==> src/hdl/gpeg_pkg.sv <==
// Shared constants, types and the key table of the gamepad poll event generator.
// No dependencies; compile first.
`timescale 1ns / 1ps

package gpeg_pkg;

    localparam int GPEG_NKEYS  = 14;
    localparam int GPEG_NAXES  = 6;
    localparam int GPEG_ADDR_W = 4;

    localparam logic [15:0] Q_ONE_MAX = 16'h7FFF;
    localparam logic [15:0] Q_NEG_MAX = 16'h8000;
    localparam logic [7:0]  TRIG_FULL = 8'hFF;
    localparam logic [14:0] STICK_FULL = 15'h7FFF;

    localparam logic [7:0]  TRIG_THR_RESET = 8'd30;
    localparam logic [14:0] LDZ_RESET      = 15'd7849;
    localparam logic [14:0] RDZ_RESET      = 15'd8689;

    localparam logic [3:0] KEY_DPAD_FIRST = 4'd6;
    localparam logic [3:0] KEY_DPAD_LAST  = 4'd9;
    localparam logic [3:0] KEY_LAST       = 4'd13;
    localparam logic [2:0] AXIS_LAST      = 3'd5;

    // Quotient bits produced by the shared divider
    localparam logic [4:0] DIV_STEPS = 5'd17;

    typedef enum logic [1:0] {
        EV_PRESS   = 2'd0,
        EV_RELEASE = 2'd1,
        EV_AXIS    = 2'd2
    } t_ev_kind;

    typedef enum logic [1:0] {
        REG_TRIG_THR = 2'd0,
        REG_LEFT_DZ  = 2'd1,
        REG_RIGHT_DZ = 2'd2
    } t_reg_idx;

    typedef enum logic {
        OP_POLL = 1'b0,
        OP_LOST = 1'b1
    } t_op;

    // Bit position in the button mask of each key, in key index order
    function automatic logic [3:0] key_bit_pos(input logic [3:0] k);
        logic [3:0] pos;
        case (k)
            4'd0:    pos = 4'd12;
            4'd1:    pos = 4'd13;
            4'd2:    pos = 4'd14;
            4'd3:    pos = 4'd15;
            4'd4:    pos = 4'd5;
            4'd5:    pos = 4'd4;
            4'd6:    pos = 4'd2;
            4'd7:    pos = 4'd3;
            4'd8:    pos = 4'd0;
            4'd9:    pos = 4'd1;
            4'd10:   pos = 4'd6;
            4'd11:   pos = 4'd7;
            4'd12:   pos = 4'd8;
            4'd13:   pos = 4'd9;
            default: pos = 4'd10;
        endcase
        return pos;
    endfunction

endpackage

==> src/hdl/gpeg_if.sv <==
// Valid/ready channel interfaces: poll requests in, events out.
// No dependencies.
`timescale 1ns / 1ps

interface gpeg_in_if;
    logic               valid;
    logic               ready;
    logic               op;
    logic [15:0]        button_mask;
    logic [7:0]         left_trigger;
    logic [7:0]         right_trigger;
    logic signed [15:0] left_x;
    logic signed [15:0] left_y;
    logic signed [15:0] right_x;
    logic signed [15:0] right_y;

    modport source (
        output valid, op, button_mask, left_trigger, right_trigger,
               left_x, left_y, right_x, right_y,
        input  ready
    );
    modport sink (
        input  valid, op, button_mask, left_trigger, right_trigger,
               left_x, left_y, right_x, right_y,
        output ready
    );
endinterface

interface gpeg_out_if;
    logic               valid;
    logic               ready;
    logic [1:0]         event_kind;
    logic [3:0]         event_code;
    logic signed [15:0] event_value;
    logic               last;

    modport source (
        output valid, event_kind, event_code, event_value, last,
        input  ready
    );
    modport sink (
        input  valid, event_kind, event_code, event_value, last,
        output ready
    );
endinterface

==> src/hdl/gamepad_poll_event_generator.sv <==
// Gamepad poll event generator: button edge events and deadzone-normalized axes.
// Depends on gpeg_pkg and the channel interfaces in gpeg_if.sv.
//
// Usage:
//   i_in carries one request per poll: a sample (op 0) or a device-lost
//   request (op 1). o_ev carries the events it causes, up to eighteen, the
//   final one flagged by last. A request that causes no event yields nothing.
//   Registers (APB, byte address 4*i): trigger threshold, left and right
//   stick deadzones. Write them only while the block is idle.
//   One request is worked at a time; i_in.ready is high only when idle.
//   A sample scans the keys in order, then works each axis in turn: a setup
//   step, 17 steps of the shared bit-serial divider and an emit step. Axes in
//   the dead band skip the divider, as do all axes of a device-lost request.
//   Events leave through an output register, with one more event held back
//   so that last can be set; while that register is full and o_ev.ready is low
//   the sequencer halts at its next key, emit or finish step until it frees up.
//   Reset (i_rst_n low, synchronous) restores the register defaults and
//   clears previous buttons, held keys, d-pad owner and axis history.
`timescale 1ns / 1ps

module gamepad_poll_event_generator
    import gpeg_pkg::*;
(
    input  logic                   i_clk,
    input  logic                   i_rst_n,
    gpeg_in_if.sink                i_in,
    gpeg_out_if.source             o_ev,
    input  logic                   psel,
    input  logic                   penable,
    input  logic                   pwrite,
    input  logic [GPEG_ADDR_W-1:0] paddr,
    input  logic [31:0]            pwdata,
    output logic [31:0]            prdata,
    output logic                   pready
);

    typedef enum logic [2:0] {
        S_IDLE,
        S_KEYS,
        S_AX_SETUP,
        S_AX_DIV,
        S_AX_EMIT,
        S_FINISH
    } t_state;

    t_state r_state;

    // configuration
    logic [7:0]  r_thr;
    logic [14:0] r_ldz;
    logic [14:0] r_rdz;

    // latched request
    logic               r_op;
    logic [15:0]        r_now;
    logic [7:0]         r_lt;
    logic [7:0]         r_rt;
    logic signed [15:0] r_lx;
    logic signed [15:0] r_ly;
    logic signed [15:0] r_rx;
    logic signed [15:0] r_ry;

    // persistent state
    logic [15:0]        r_prev;
    logic [13:0]        r_held;
    logic [3:0]         r_owner;
    logic signed [15:0] r_axis [GPEG_NAXES];

    // sequencer
    logic [3:0] r_idx;
    logic [2:0] r_ax;

    // shared divider
    logic [14:0] r_rem;
    logic [16:0] r_bits;
    logic [16:0] r_quo;
    logic [4:0]  r_cnt;
    logic [14:0] r_div;
    logic        r_neg;

    // held-back event and output register
    logic        r_pv;
    t_ev_kind    r_pk;
    logic [3:0]  r_pc;
    logic [15:0] r_pval;
    logic        r_ov;
    t_ev_kind    r_ok;
    logic [3:0]  r_oc;
    logic [15:0] r_oval;
    logic        r_olast;

    logic o_free;
    logic cfg_wr;

    // key scan
    logic [3:0]  k_pos;
    logic        k_now;
    logic        k_prev;
    logic        k_dpad;
    logic [1:0]  k_dsel;
    logic [3:0]  k_own;
    logic        k_fire;
    t_ev_kind    k_kind;
    logic [13:0] n_held;
    logic [3:0]  n_owner;

    // axis setup
    logic [7:0]         a_tv;
    logic signed [15:0] a_sv;
    logic [14:0]        a_dz;
    logic signed [16:0] a_sv17;
    logic signed [16:0] a_dz17;
    logic signed [16:0] a_diff;
    logic               a_zero;
    logic               a_neg;
    logic [15:0]        a_mag;
    logic [14:0]        a_span;
    logic [15:0]        a_q;

    // divider step
    logic [15:0] d_trial;
    logic        d_ge;
    logic [15:0] d_sub;

    // event select
    logic        ev_fire;
    t_ev_kind    ev_kind;
    logic [3:0]  ev_code;
    logic [15:0] ev_val;
    logic        fin_fire;

    assign o_free = !r_ov || o_ev.ready;
    assign cfg_wr = psel && penable && pwrite && pready;
    assign pready = 1'b1;

    assign i_in.ready       = (r_state == S_IDLE);
    assign o_ev.valid       = r_ov;
    assign o_ev.event_kind  = r_ok;
    assign o_ev.event_code  = r_oc;
    assign o_ev.event_value = r_oval;
    assign o_ev.last        = r_olast;

    always_comb begin
        case (t_reg_idx'(paddr[3:2]))
            REG_TRIG_THR: prdata = 32'(r_thr);
            REG_LEFT_DZ:  prdata = 32'(r_ldz);
            REG_RIGHT_DZ: prdata = 32'(r_rdz);
            default:      prdata = 32'd0;
        endcase
    end

    // One key per cycle while the output register is free: edge detect against the previous mask, d-pad ownership
    always_comb begin
        k_pos   = key_bit_pos(r_idx);
        k_now   = r_now[k_pos];
        k_prev  = r_prev[k_pos];
        k_dpad  = (r_idx >= KEY_DPAD_FIRST) && (r_idx <= KEY_DPAD_LAST);
        k_dsel  = 2'(r_idx - KEY_DPAD_FIRST);
        k_own   = k_dpad ? (4'b0001 << k_dsel) : 4'b0000;
        k_fire  = 1'b0;
        k_kind  = EV_PRESS;
        n_held  = r_held;
        n_owner = r_owner;
        if (r_op == OP_LOST) begin
            if (r_held[r_idx]) begin
                k_fire = 1'b1;
                k_kind = EV_RELEASE;
            end
        end else if (k_now && !k_prev) begin
            if (!(k_dpad && (r_owner != 4'b0000))) begin
                n_owner       = r_owner | k_own;
                n_held[r_idx] = 1'b1;
                k_fire        = 1'b1;
                k_kind        = EV_PRESS;
            end
        end else if (!k_now && k_prev) begin
            if (!(k_dpad && ((r_owner & k_own) == 4'b0000))) begin
                n_owner       = r_owner & ~k_own;
                n_held[r_idx] = 1'b0;
                k_fire        = 1'b1;
                k_kind        = EV_RELEASE;
            end
        end
    end

    // Dead band test and divider operands for the current axis
    always_comb begin
        a_tv = (r_ax == 3'd0) ? r_lt : r_rt;
        case (r_ax)
            3'd2:    a_sv = r_lx;
            3'd3:    a_sv = r_ly;
            3'd4:    a_sv = r_rx;
            default: a_sv = r_ry;
        endcase
        a_dz   = (r_ax < 3'd4) ? r_ldz : r_rdz;
        a_sv17 = {a_sv[15], a_sv};
        a_dz17 = $signed({2'b00, a_dz});
        a_diff = 17'sd0;
        a_neg  = 1'b0;
        if (r_ax < 3'd2) begin
            a_zero = (r_thr == TRIG_FULL) || (a_tv <= r_thr);
            a_mag  = {8'd0, 8'(a_tv - r_thr)};
            a_span = {7'd0, 8'(TRIG_FULL - r_thr)};
        end else begin
            a_span = STICK_FULL - a_dz;
            if (a_sv17 > a_dz17) begin
                a_zero = 1'b0;
                a_diff = a_sv17 - a_dz17;
            end else if (a_sv17 < -a_dz17) begin
                a_zero = 1'b0;
                a_neg  = 1'b1;
                a_diff = -a_sv17 - a_dz17;
            end else begin
                a_zero = 1'b1;
            end
            if (a_dz == STICK_FULL) begin
                a_zero = 1'b1;
            end
            a_mag = a_diff[15:0];
        end
    end

    // Restoring divider step and saturation of the quotient
    always_comb begin
        d_trial = {r_rem, r_bits[16]};
        d_ge    = (d_trial >= {1'b0, r_div});
        d_sub   = d_trial - {1'b0, r_div};
        if (!r_neg) begin
            a_q = (r_quo > 17'd32767) ? Q_ONE_MAX : r_quo[15:0];
        end else begin
            a_q = (r_quo > 17'd32768) ? Q_NEG_MAX : 16'(17'd0 - r_quo);
        end
    end

    always_comb begin
        ev_fire = 1'b0;
        ev_kind = EV_AXIS;
        ev_code = {1'b0, r_ax};
        ev_val  = a_q;
        case (r_state)
            S_KEYS: begin
                ev_fire = o_free && k_fire;
                ev_kind = k_kind;
                ev_code = r_idx;
                ev_val  = (k_kind == EV_PRESS) ? Q_ONE_MAX : 16'd0;
            end
            S_AX_EMIT: begin
                ev_fire = o_free && ((a_q != 16'd0) || (r_axis[r_ax] != 16'sd0));
            end
            default: begin
                ev_fire = 1'b0;
            end
        endcase
        fin_fire = (r_state == S_FINISH) && o_free;
    end

    always_ff @(posedge i_clk) begin
        if (!i_rst_n) begin
            r_state <= S_IDLE;
            r_thr   <= TRIG_THR_RESET;
            r_ldz   <= LDZ_RESET;
            r_rdz   <= RDZ_RESET;
            r_prev  <= 16'd0;
            r_held  <= 14'd0;
            r_owner <= 4'd0;
            for (int i = 0; i < GPEG_NAXES; i++) begin
                r_axis[i] <= 16'sd0;
            end
            r_idx   <= 4'd0;
            r_ax    <= 3'd0;
            r_pv    <= 1'b0;
            r_ov    <= 1'b0;
        end else begin
            if (cfg_wr) begin
                case (t_reg_idx'(paddr[3:2]))
                    REG_TRIG_THR: r_thr <= pwdata[7:0];
                    REG_LEFT_DZ:  r_ldz <= pwdata[14:0];
                    REG_RIGHT_DZ: r_rdz <= pwdata[14:0];
                    default: ;
                endcase
            end

            if (o_ev.valid && o_ev.ready) begin
                r_ov <= 1'b0;
            end
            // hold each new event back one step so last can be set on the final one
            if (ev_fire) begin
                if (r_pv) begin
                    r_ov    <= 1'b1;
                    r_ok    <= r_pk;
                    r_oc    <= r_pc;
                    r_oval  <= r_pval;
                    r_olast <= 1'b0;
                end
                r_pv   <= 1'b1;
                r_pk   <= ev_kind;
                r_pc   <= ev_code;
                r_pval <= ev_val;
            end
            if (fin_fire && r_pv) begin
                r_ov    <= 1'b1;
                r_ok    <= r_pk;
                r_oc    <= r_pc;
                r_oval  <= r_pval;
                r_olast <= 1'b1;
                r_pv    <= 1'b0;
            end

            case (r_state)
                S_IDLE: begin
                    if (i_in.valid) begin
                        r_op    <= i_in.op;
                        r_now   <= i_in.button_mask;
                        r_lt    <= i_in.left_trigger;
                        r_rt    <= i_in.right_trigger;
                        r_lx    <= i_in.left_x;
                        r_ly    <= i_in.left_y;
                        r_rx    <= i_in.right_x;
                        r_ry    <= i_in.right_y;
                        r_idx   <= 4'd0;
                        r_state <= S_KEYS;
                    end
                end
                S_KEYS: begin
                    if (o_free) begin
                        r_held  <= n_held;
                        r_owner <= n_owner;
                        if (r_idx == KEY_LAST) begin
                            r_ax    <= 3'd0;
                            r_state <= S_AX_SETUP;
                        end else begin
                            r_idx <= r_idx + 4'd1;
                        end
                    end
                end
                S_AX_SETUP: begin
                    r_rem  <= {1'b0, a_mag[15:2]};
                    r_bits <= {a_mag[1:0], 15'd0};
                    r_quo  <= 17'd0;
                    r_cnt  <= DIV_STEPS;
                    r_div  <= a_span;
                    r_neg  <= a_neg;
                    if ((r_op == OP_LOST) || a_zero) begin
                        r_neg   <= 1'b0;
                        r_state <= S_AX_EMIT;
                    end else begin
                        r_state <= S_AX_DIV;
                    end
                end
                S_AX_DIV: begin
                    r_rem  <= d_ge ? d_sub[14:0] : d_trial[14:0];
                    r_quo  <= {r_quo[15:0], d_ge};
                    r_bits <= {r_bits[15:0], 1'b0};
                    r_cnt  <= r_cnt - 5'd1;
                    if (r_cnt == 5'd1) begin
                        r_state <= S_AX_EMIT;
                    end
                end
                S_AX_EMIT: begin
                    if (o_free) begin
                        r_axis[r_ax] <= a_q;
                        if (r_ax == AXIS_LAST) begin
                            r_state <= S_FINISH;
                        end else begin
                            r_ax    <= r_ax + 3'd1;
                            r_state <= S_AX_SETUP;
                        end
                    end
                end
                S_FINISH: begin
                    if (o_free) begin
                        if (r_op == OP_LOST) begin
                            r_prev  <= 16'd0;
                            r_held  <= 14'd0;
                            r_owner <= 4'd0;
                        end else begin
                            r_prev <= r_now;
                        end
                        r_state <= S_IDLE;
                    end
                end
                default: begin
                    r_state <= S_IDLE;
                end
            endcase
        end
    end

`ifndef SYNTHESIS
    a_idle_no_pending: assert property (@(posedge i_clk) disable iff (!i_rst_n)
        i_in.ready |-> !r_pv)
        else $error("held-back event left over when idle");

    a_owner_onehot: assert property (@(posedge i_clk) disable iff (!i_rst_n)
        $onehot0(r_owner))
        else $error("more than one d-pad direction owned");

    a_owner_held: assert property (@(posedge i_clk) disable iff (!i_rst_n)
        r_held[9:6] == r_owner)
        else $error("d-pad held keys disagree with owner");

    a_more_follows: assert property (@(posedge i_clk) disable iff (!i_rst_n)
        (o_ev.valid && !o_ev.last) |-> r_pv)
        else $error("non-final event without a following event");
`endif

endmodule

==> src/flat_wrapper.sv <==
// flat-port wrapper written by rule: the top's interface ports become plain ports
module gamepad_poll_event_generator_flat import gpeg_pkg::*;
  (i_clk, i_rst_n, psel, penable, pwrite, paddr, pwdata, prdata, pready, i_in_valid, i_in_op, i_in_button_mask, i_in_left_trigger, i_in_right_trigger, i_in_left_x, i_in_left_y, i_in_right_x, i_in_right_y, i_in_ready, o_ev_valid, o_ev_event_kind, o_ev_event_code, o_ev_event_value, o_ev_last, o_ev_ready);
  gpeg_in_if i_in_i ();
  gpeg_out_if o_ev_i ();
  input  logic i_clk;
  input  logic i_rst_n;
  input  logic psel;
  input  logic penable;
  input  logic pwrite;
  input  logic [GPEG_ADDR_W-1:0] paddr;
  input  logic [31:0] pwdata;
  output logic [31:0] prdata;
  output logic pready;
  input wire logic [$bits(i_in_i.valid)-1:0] i_in_valid;
  input wire logic [$bits(i_in_i.op)-1:0] i_in_op;
  input wire logic [$bits(i_in_i.button_mask)-1:0] i_in_button_mask;
  input wire logic [$bits(i_in_i.left_trigger)-1:0] i_in_left_trigger;
  input wire logic [$bits(i_in_i.right_trigger)-1:0] i_in_right_trigger;
  input wire logic [$bits(i_in_i.left_x)-1:0] i_in_left_x;
  input wire logic [$bits(i_in_i.left_y)-1:0] i_in_left_y;
  input wire logic [$bits(i_in_i.right_x)-1:0] i_in_right_x;
  input wire logic [$bits(i_in_i.right_y)-1:0] i_in_right_y;
  output wire logic [$bits(i_in_i.ready)-1:0] i_in_ready;
  output wire logic [$bits(o_ev_i.valid)-1:0] o_ev_valid;
  output wire logic [$bits(o_ev_i.event_kind)-1:0] o_ev_event_kind;
  output wire logic [$bits(o_ev_i.event_code)-1:0] o_ev_event_code;
  output wire logic [$bits(o_ev_i.event_value)-1:0] o_ev_event_value;
  output wire logic [$bits(o_ev_i.last)-1:0] o_ev_last;
  input wire logic [$bits(o_ev_i.ready)-1:0] o_ev_ready;
  assign i_in_i.valid = i_in_valid;
  assign i_in_i.op = i_in_op;
  assign i_in_i.button_mask = i_in_button_mask;
  assign i_in_i.left_trigger = i_in_left_trigger;
  assign i_in_i.right_trigger = i_in_right_trigger;
  assign i_in_i.left_x = i_in_left_x;
  assign i_in_i.left_y = i_in_left_y;
  assign i_in_i.right_x = i_in_right_x;
  assign i_in_i.right_y = i_in_right_y;
  assign i_in_ready = i_in_i.ready;
  assign o_ev_valid = o_ev_i.valid;
  assign o_ev_event_kind = o_ev_i.event_kind;
  assign o_ev_event_code = o_ev_i.event_code;
  assign o_ev_event_value = o_ev_i.event_value;
  assign o_ev_last = o_ev_i.last;
  assign o_ev_i.ready = o_ev_ready;
  gamepad_poll_event_generator u_core (.i_clk(i_clk), .i_rst_n(i_rst_n), .i_in(i_in_i), .o_ev(o_ev_i), .psel(psel), .penable(penable), .pwrite(pwrite), .paddr(paddr), .pwdata(pwdata), .prdata(prdata), .pready(pready));
endmodule
==> config.mk <==
export PLATFORM = sky130hd
export DESIGN_NAME = gamepad_poll_event_generator_flat
export DESIGN_NICKNAME = d
export VERILOG_FILES = /design/src/hdl/gpeg_pkg.sv /design/src/hdl/gpeg_if.sv /design/src/hdl/gamepad_poll_event_generator.sv /design/src/flat_wrapper.sv
export SDC_FILE = /design/constraint.sdc
export NUM_CORES = 1
export LEC_CHECK = 0
export BUFFER_PORTS_ARGS = -buffer_cell sky130_fd_sc_hd__clkbuf_2
export CORE_MARGIN = 10
export CORE_UTILIZATION = 54
export DETAILED_ROUTE_END_ITERATION = 7
export PLACE_DENSITY = 0.74
export SKIP_CTS_REPAIR_TIMING = 1
export SYNTH_ARGS = -nofsm -noshare
export SYNTH_HDL_FRONTEND = slang
export SYNTH_SLANG_ARGS = --single-unit
==> constraint.sdc <==
create_clock -name i_clk -period 9.9 [get_ports i_clk]
set_input_delay 1.485 -clock i_clk [delete_from_list [all_inputs] [get_ports i_clk]]
set_output_delay 1.485 -clock i_clk [all_outputs]
set_load 0.005 [all_outputs]
* After elaboration in Yosys (flattened, before gate mapping)
Memories as Yosys holds them, arrays and structs flattened. A register that Yosys moved wholly into a read port is not among the register bits.
Index checks and enable logic that the tools add are counted.
** Storage, ports and cells
- Flip-flop bits (word level) :: 296
- Word-level logic and storage cells :: 258
- RAM bits :: 96
- Bits in latches :: 0
- Memories kept :: 2
- Memory bits (read-only) :: 64
** Memory list
- u_core.r_axis :: depth 6, bits a word 16, read ports 1, clocked after Yosys merged registers in 1, write ports 6, RTL line gamepad_poll_event_generator.sv:67 : logic signed [15:0] r_axis [GPEG_NAXES];
- (name not given) :: depth 16, bits a word 4, read ports 1, clocked after Yosys merged registers in 1, write ports 0, RTL line gpeg_pkg.sv:48 : case (k)
** Cells by class
- Divide/modulo/power cells :: 0
- Equal/unequal tests :: 28
- Mux-type cells :: 109
- Bitwise logic cells :: 8
- Multiply operators :: 0
- Reductions and logical operators :: 50
- Order comparisons :: 13
- Add/subtract/negate cells :: 13
- Shift-type cells :: 1
** Operators with widths (count)
- $mux W16 :: 12
- $mux W14 :: 8
- $mux W4 :: 17
- $pmux W17 S2 :: 2
- $mux W3 :: 16
- $pmux W16 S3 :: 1
- $mux W15 :: 3
- $pmux W15 S3 :: 1
- $reduce_bool A16 Y1 :: 2
- $sub A16 B16 Y16 :: 2
- $pmux W15 S2 :: 1
- $mux W1 :: 29
- $pmux W14 S2 :: 1
- $pmux W3 S6 :: 1
- $gt A17 B15 Y1 const B :: 1
- $gt A17 B16 Y1 const B :: 1
- $lt A16 B17 Y1 :: 1
- $neg A15 Y17 :: 1
- $ge A16 B15 Y1 :: 1
- $gt A16 B16 Y1 :: 1
- $mux W8 :: 2
- $neg A16 Y16 :: 1
- $pmux W4 S2 :: 2
- $reduce_or A16 Y1 :: 1
- 60 further kinds :: 114

* Depth between registers and ports, before layout
Gate-level depths: netlist of run 1.
- Depth after elaboration :: 14
- Gate-level depth with buffers :: 22

* Least setup slack after synthesis of run 1
No wires, ideal clock.
- Kind :: input to register
- From :: input port i_rst_n
- To :: register u_core.r_lt[0], enable pin
- Setup time :: 0.554 ns
- Path buffers :: 3
- Setup slack :: 3.001 ns
- Arrival :: 6.346 ns
- Required time :: 9.346 ns
- Cell stages on the path :: 5
- Path through :: clkbuf_1 inv_1 clkbuf_1 buf_1 nor2_1
** Between the ends
- Word-level cells in the longest chain between the ends :: 1
** Ends and longest elaborated chain
- from (decl) :: RTL line flat_wrapper.sv:7 : input logic i_rst_n;
- $reduce_and A3 Y1 (no source line)
- to (signal assigned) :: RTL line gamepad_poll_event_generator.sv:314 : r_lt <= i_in.left_trigger;
- to (decl) :: RTL line gamepad_poll_event_generator.sv:56 : logic [7:0] r_lt;
Every way passes these cells.
A chain may end at the register's enable or synchronous reset.

* Worst setup path in the final report of run 1
- From :: register u_core.r_ax[2]
- To :: register u_core.r_rem[13], data pin
** Between the ends
- Word-level cells in the longest chain between the ends :: 8
- Elaborated cells on any way between the ends :: 17
- Those cells by class :: 4 x add/sub; 4 x order compare; 3 x eq/ne; 6 x mux
** Ends and longest elaborated chain
- from (decl) :: RTL line gamepad_poll_event_generator.sv:71 : logic [2:0] r_ax;
- from (signal assigned) :: RTL line gamepad_poll_event_generator.sv:365 : r_ax <= r_ax + 3'd1;
- $lt A3 B3 Y1, or another cell as far along :: RTL line gamepad_poll_event_generator.sv:195 : a_dz = (r_ax < 3'd4) ? r_ldz : r_rdz;
- $mux W15 / $pmux W16 S3 (equally long branches) :: RTL line gamepad_poll_event_generator.sv:195, gamepad_poll_event_generator.sv:189
- $neg A15 Y17 / $neg A16 Y16 (equally long branches) :: RTL line gamepad_poll_event_generator.sv:209, gamepad_poll_event_generator.sv:212
- $lt A16 B17 Y1 / $sub A16 B16 Y16 (equally long branches) :: RTL line gamepad_poll_event_generator.sv:209, gamepad_poll_event_generator.sv:212
- $mux W16 :: RTL line gamepad_poll_event_generator.sv:209 : end else if (a_sv17 < -a_dz17) begin
- $mux W16 :: RTL line gamepad_poll_event_generator.sv:206 : if (a_sv17 > a_dz17) begin
- $mux W16 * :: RTL line gamepad_poll_event_generator.sv:200 : if (r_ax < 3'd2) begin
- $pmux W15 S2 * :: RTL line gamepad_poll_event_generator.sv:309 : case (r_state)
- to (signal assigned) :: RTL line gamepad_poll_event_generator.sv:337 : r_rem <= {1'b0, a_mag[15:2]};
- to (signal assigned) :: RTL line gamepad_poll_event_generator.sv:351 : r_rem <= d_ge ? d_sub[14:0] : d_trial[14:0];
- to (decl) :: RTL line gamepad_poll_event_generator.sv:74 : logic [14:0] r_rem;
Mark *: on every way between the ends. The rest lies on a longest branch, timed or not.

==> flow_summary.ini, run 1 <==
[status]
status = finished clean

[power]
ir_drop_uv = 150.8
p_per_area_nw_per_um2 = 173.0
total_power_mw = 4.116
p_leak_nw = 9.126

[timing]
tightest_slew_ns = 1.271
setup_violations = 0
worst_clock_skew_ns = 0.02063
fin_crit_ns = 5.966
fmax_mhz = 167.6
slew_headroom_pct = 15.11
hold_viol = 0
rsz0062_at_grt = false
min_period_over_period_pct = 60.26
timing.setup.tns_ns = 0
finalWorstSetupSlack_ns = 3.934
whs_ns = 0.4177
maxSlewViolCount = 0

[place]
io_buffers = 160
place_inst = 2563
dp_hpwl_um = 37410
place.gp.congestion = 0.9023
pre_cts_ws_ns = 4.048
postPlaceCellArea_um2 = 22500

[die]
start_util_pct = 54.73
die_x_um = 218.1
dieArea_um2 = 47580
rows = 72
core_um2 = 38740
pin_count = 198
die_y_um = 218.1

[synth]
yosys-top-cells-count = edfxtp_1 (325), nor2_1 (203), nand2_1 (173), a21oi_1 (133), inv_1 (98)
ys_ff_latch = 416
synth.most_common_cell = edfxtp_1
yosysUniqueCellTypes = 90
synthAdderAreaFrac_pct = 5.938
ys.flop_type = edfxtp_1
synthTopCellsByArea = edfxtp_1 (46%), dfxtp_1 (8.6%), ha_1 (5.6%)
synth_top_family_by_area = simple AND/OR/NAND/NOR gates
synth_edf_count = 325
yosys.area.top_type_share_pct = 46.04
ys_seq_area_share_pct = 54.63
yosys.area_share.simple_pct = 15.36
synth_largest_area_cell = edfxtp_1
synthCells = 1939
synthMuxAreaShare_pct = 3.783
syn_area_per_cell_um2 = 10.93
synth_area_um2 = 21200
async_flop_share_pct = 0
ys_warn_count = 0
synth_compound_area_share_pct = 13.91
synth-xor-area-share_pct = 2.190

[final_layout]
antennaDiodeCount = 0
drive_gt1_share_pct = 15.21
fin_area_um2 = 23800
fill_cells = 3141
area_growth_syn_to_layout_pct = 12.26
nets = 2328
utilization_pct = 61.43
stdcell_count = 2642

[drt]
drtIter0Drc = 1244
routedWlPerCell_um = 19.64
ant_nets = 0
vias = 15580
drc = 0
via_per_inst = 5.899
drt_first_pass_iters = 5
drt-total-wl_um = 51890

[cts]
cts_tree = done
cts_buffers = 43
cts_root_buffer = clkbuf_16
clkLatencyLatePin_ns = 0.58
clk_path_buf_depth = 3
cts.sinks = 416
htreeDepth = 2
path_clk_slew_ns = 0.06

[setup_path]
cp.arrival_ns = 6.30
crit_path_end_kind = flop
crit_path_max_fanout = 31
crit_required_ns = 10.23
crit_type = flop to flop
crit_start = u_core.r_ax[2]
cp-start-kind = flop
r2r-start = u_core.r_ax[2]

[grt]
grt_max_degree = 86
grt_pass1_vias = 15350
antenna_found_initial = 0
grt_pass1_wl_um = 82150
gr-total-overflow = 0
grt_use_total_pct = 21.39

[run]
max-cap-violations = 0

[hold_path]
min_from = u_core.r_pval[0]
hp-class = flop to flop
==> power breakdown <==
part	switching, mW	internal, mW	leakage, nW
clock network	0.662	0.855	0.627
registers	0.0580	1.99	3.82
logic	0.344	0.206	4.68
==> worst paths after layout <==
| kind | endpoint | slack, ns | depth (start not counted) |
|---|---|---|---|
| min | u_core.o_ev.event_value[0] | 0.42 | 0 |
| max reg2reg | u_core.r_rem[13] | 3.93 | 19 |
| max | u_core.r_rem[13] | 3.93 | 19 |
| min reg2reg | u_core.o_ev.event_value[0] | 0.42 | 0 |
==> state kept, by name, summed over array words and instances (netlist names), 14 cells and up, named ones only <==
name / count
u_core.r_axis: 128
u_core.r_quo: 17
u_core.o_ev.event_value: 16
u_core.r_lx: 16
u_core.r_ly: 16
u_core.r_now: 16
u_core.r_prev: 16
u_core.r_pval: 16
u_core.r_rx: 16
u_core.r_ry: 16
u_core.r_div: 15
u_core.r_ldz: 15
u_core.r_rdz: 15
u_core.r_rem: 15
u_core.r_held: 14
==> area by class of cell <==
| cell class | count | area, µm² | area share, % |
|---|---|---|---|
| inverter | 100 | 375.4 | 1.577 |
| clock inverter | 19 | 131.4 | 0.5521 |
| sequential | 416 | 11580 | 48.66 |
| multi-input combinational | 1335 | 8835 | 37.12 |
| tap | 518 | 648.1 | 2.723 |
| clock buffer | 60 | 1171 | 4.921 |
| timing repair buffer | 194 | 1056 | 4.437 |
==> logic make-up (layout without fill, tap and decap cells) <==
logic type	count (synthesis)	in the layout
AND/OR/NAND/NOR	670	670
buffers and inverters	204	373
flip-flops	416	416
AO/OA/AOI/OAI	436	436
multiplexers	59	59
other	2	18
adder cells (fa/ha/maj)	99	99
XOR/XNOR	53	53
==> critical path, stage by stage (launching register included) <==
cell,delay (ns)
dfxtp_1,0.31
buf_4,0.39
inv_1,0.25
ha_1,0.61
and2_1,0.33
a221o_1,0.34
or2_2,0.34
ha_1,0.32
inv_1,0.08
ha_1,0.24
fa_1,0.42
a21o_1,0.18
a21oi_1,0.28
o21a_1,0.20
o31ai_1,0.12
o41ai_1,0.51
o21ai_0,0.23
xnor2_1,0.19
o2bb2ai_1,0.10
a32o_1,0.29
==> cells in the final DEF (no fill, tap or decap), drive strengths merged, types with 26 or more instances in the layout <==
master / count
inv: 100
nor4: 28
nor2: 203
xnor2: 34
a21oi: 134
nand3: 43
a21o: 26
nand2: 174
nand2b: 26
o211ai: 33
clkbuf: 220
edfxtp: 325
buf: 34
dfxtp: 91
mux2i: 31
nor3: 38
ha: 95
o21ai: 76
==> per-layer routing <==
layer | wire [µm] | vias to the layer above | track usage [%]
li1 | - | 7431 | -
met1 | 21790 | 7440 | 27.72
met2 | 24610 | 615 | 34.80
met3 | 3982 | 98 | 4.434
met4 | 1501 | 0 | 8.007
met5 | 0 | - | 0
(Power assumes the default switching activity.)
==> run 2: changes to the inputs <==
- clock period: 9.9 -> 5.84 ns (I/O delays scaled with it)
==> run 2 against run 1 <==
Against the previous run: via count is essentially flat; largest power group unchanged; total power is 79% higher; clock skew increased by 0.0035 ns; clock-buffer cell count decreased by 2; core utilization up 0.79 points; critical endpoint unchanged; sequential power increased by 70%; setup slack lost 3.3 ns; combinational power rose by 72%; critical path type unchanged.
==> flow_summary.ini, run 2 (synthesis results as in run 1) <==
[setup_path]
cp.arrival_ns = 5.49
crit_path_end_kind = flop
crit_path_max_fanout = 10
crit_required_ns = 6.16
crit_type = flop to flop
cp-start-kind = flop

[final_layout]
nets = 2339
fill_cells = 3116
antennaDiodeCount = 0
largest_registers = u_core.r_axis x128, u_core.r_quo x17
layout_common_cells = edfxtp_1 (325), nor2_1 (202), nand2_1 (173)
area_growth_syn_to_layout_pct = 13.70
final_common_cell = edfxtp_1
utilization_pct = 62.22
largest_reg_flops = 128
drive_gt1_share_pct = 16.44
top_register = u_core.r_axis

[cts]
clkLatencyLatePin_ns = 0.58
clk_path_buf_depth = 3
cts_root_buffer = clkbuf_16
htreeDepth = 2
cts.sinks = 416
cts_buffers = 44
path_clk_slew_ns = 0.06
cts_tree = done

[timing]
rsz0062_at_grt = false
min_period_over_period_pct = 88.48
setup_violations = 0
timing.setup.tns_ns = 0
slew_headroom_pct = 9.753
worst_clock_skew_ns = 0.02416
fin_crit_ns = 5.167
fmax_mhz = 193.5
maxSlewViolCount = 0
hold_viol = 0
tightest_slew_ns = 1.351

[die]
pin_count = 198
rows = 72
die_x_um = 218.1
die_y_um = 218.1
dieArea_um2 = 47580
start_util_pct = 54.73
core_um2 = 38740

[place]
io_buffers = 160
dp_hpwl_um = 38520
place.gp.congestion = 0.9283

[drt]
routedWlPerCell_um = 19.94
ant_nets = 0
drc = 0
drt-total-wl_um = 52890
drt_first_pass_iters = 6
vias = 15580
drtIter0Drc = 1345
via_per_inst = 5.873

[power]
ir_drop_uv = 299.0
p_leak_nw = 9.285
p_per_area_nw_per_um2 = 305.8

[grt]
antenna_found_initial = 0
grt_pass1_wl_um = 83420
grt_use_total_pct = 21.84
grt_pass1_vias = 15550
grt_max_degree = 85
gr-total-overflow = 0

[hold_path]
hp-class = flop to flop

[run]
max-cap-violations = 0

[status]
status = finished clean
-- run 2: changes by cell type in the layout (fill, tap and decap cells not counted), moves of 4 or more --
cell and delta:
clkbuf_8 +4, clkbuf_1 -7, buf_4 +10, clkinvlp_4 +4, bufinv_16 +6, clkinv_1 -10
-- run 2: critical path, stage by stage (launching register included) --
cell,delay (ns)
dfxtp_1,0.31
buf_4,0.17
ha_1,0.20
ha_1,0.34
nor3_1,0.80
a221o_1,0.36
ha_1,0.22
inv_1,0.12
fa_1,0.47
a21o_1,0.17
a21oi_1,0.27
o21a_1,0.19
o31ai_1,0.11
o41ai_1,0.45
o21ai_0,0.21
xnor2_1,0.19
o2bb2ai_1,0.08
a32o_1,0.26
-- run 2: path summary, 6_finish.rpt --
kind	startpoint	to	slack, ns	cells after the start
max	u_core.r_ax[0]	u_core.r_rem[13]	0.67	17
min	u_core.r_pval[11]	u_core.o_ev.event_value[11]	0.42	0
max reg2reg	u_core.r_ax[0]	u_core.r_rem[13]	0.67	17
min reg2reg	u_core.r_pval[11]	u_core.o_ev.event_value[11]	0.42	0
-- run 2: per-layer routing --
layer	global-route usage, %	routed length, µm	vias up	share of wire, %
li1	-	-	7471	-
met1	28.32	22380	7431	42
met2	35.35	25140	584	48
met3	4.641	3884	96	7.3
met4	8.355	1481	0	2.8
met5	0	0	-	0
-- run 2: layout make-up --
cell class | count | area, µm² | share of cell area [%]
Sequential cell | 416 | 11580 | 48.05
Inverter | 100 | 375.4 | 1.557
Tap cell | 518 | 648.1 | 2.689
Clock buffer | 58 | 1225 | 5.082
Multi-Input combinational cell | 1335 | 8835 | 36.65
Clock inverter | 22 | 307.8 | 1.277
Timing Repair Buffer | 204 | 1131 | 4.693
-- run 2: metrics by stage --
stage | total power, mW | std cells | setup slack, ns | area (µm²) | hold WS, ns
floorplan | 4.176 | 1955 | 0.8251 | 21260 | 0.4003
global placement | 4.439 | 2573 | 0.7542 | 22570 | 0.4011
detailed placement | 4.466 | 2573 | 0.7198 | 22570 | 0.4045
CTS | 7.404 | 2653 | 0.7059 | 24100 | 0.4185
finish | 7.371 | 2653 | 0.6726 | 24100 | 0.4162
global route | 7.640 | 2653 | 0.3122 | 24100 | 0.4259
-- run 2: where the power goes --
part           switching, mW  total, mW  internal (mW)
clock network           1.16       2.95           1.79
registers              0.101       3.48           3.38
logic                  0.591      0.944          0.353
total                   1.85       7.37           5.52
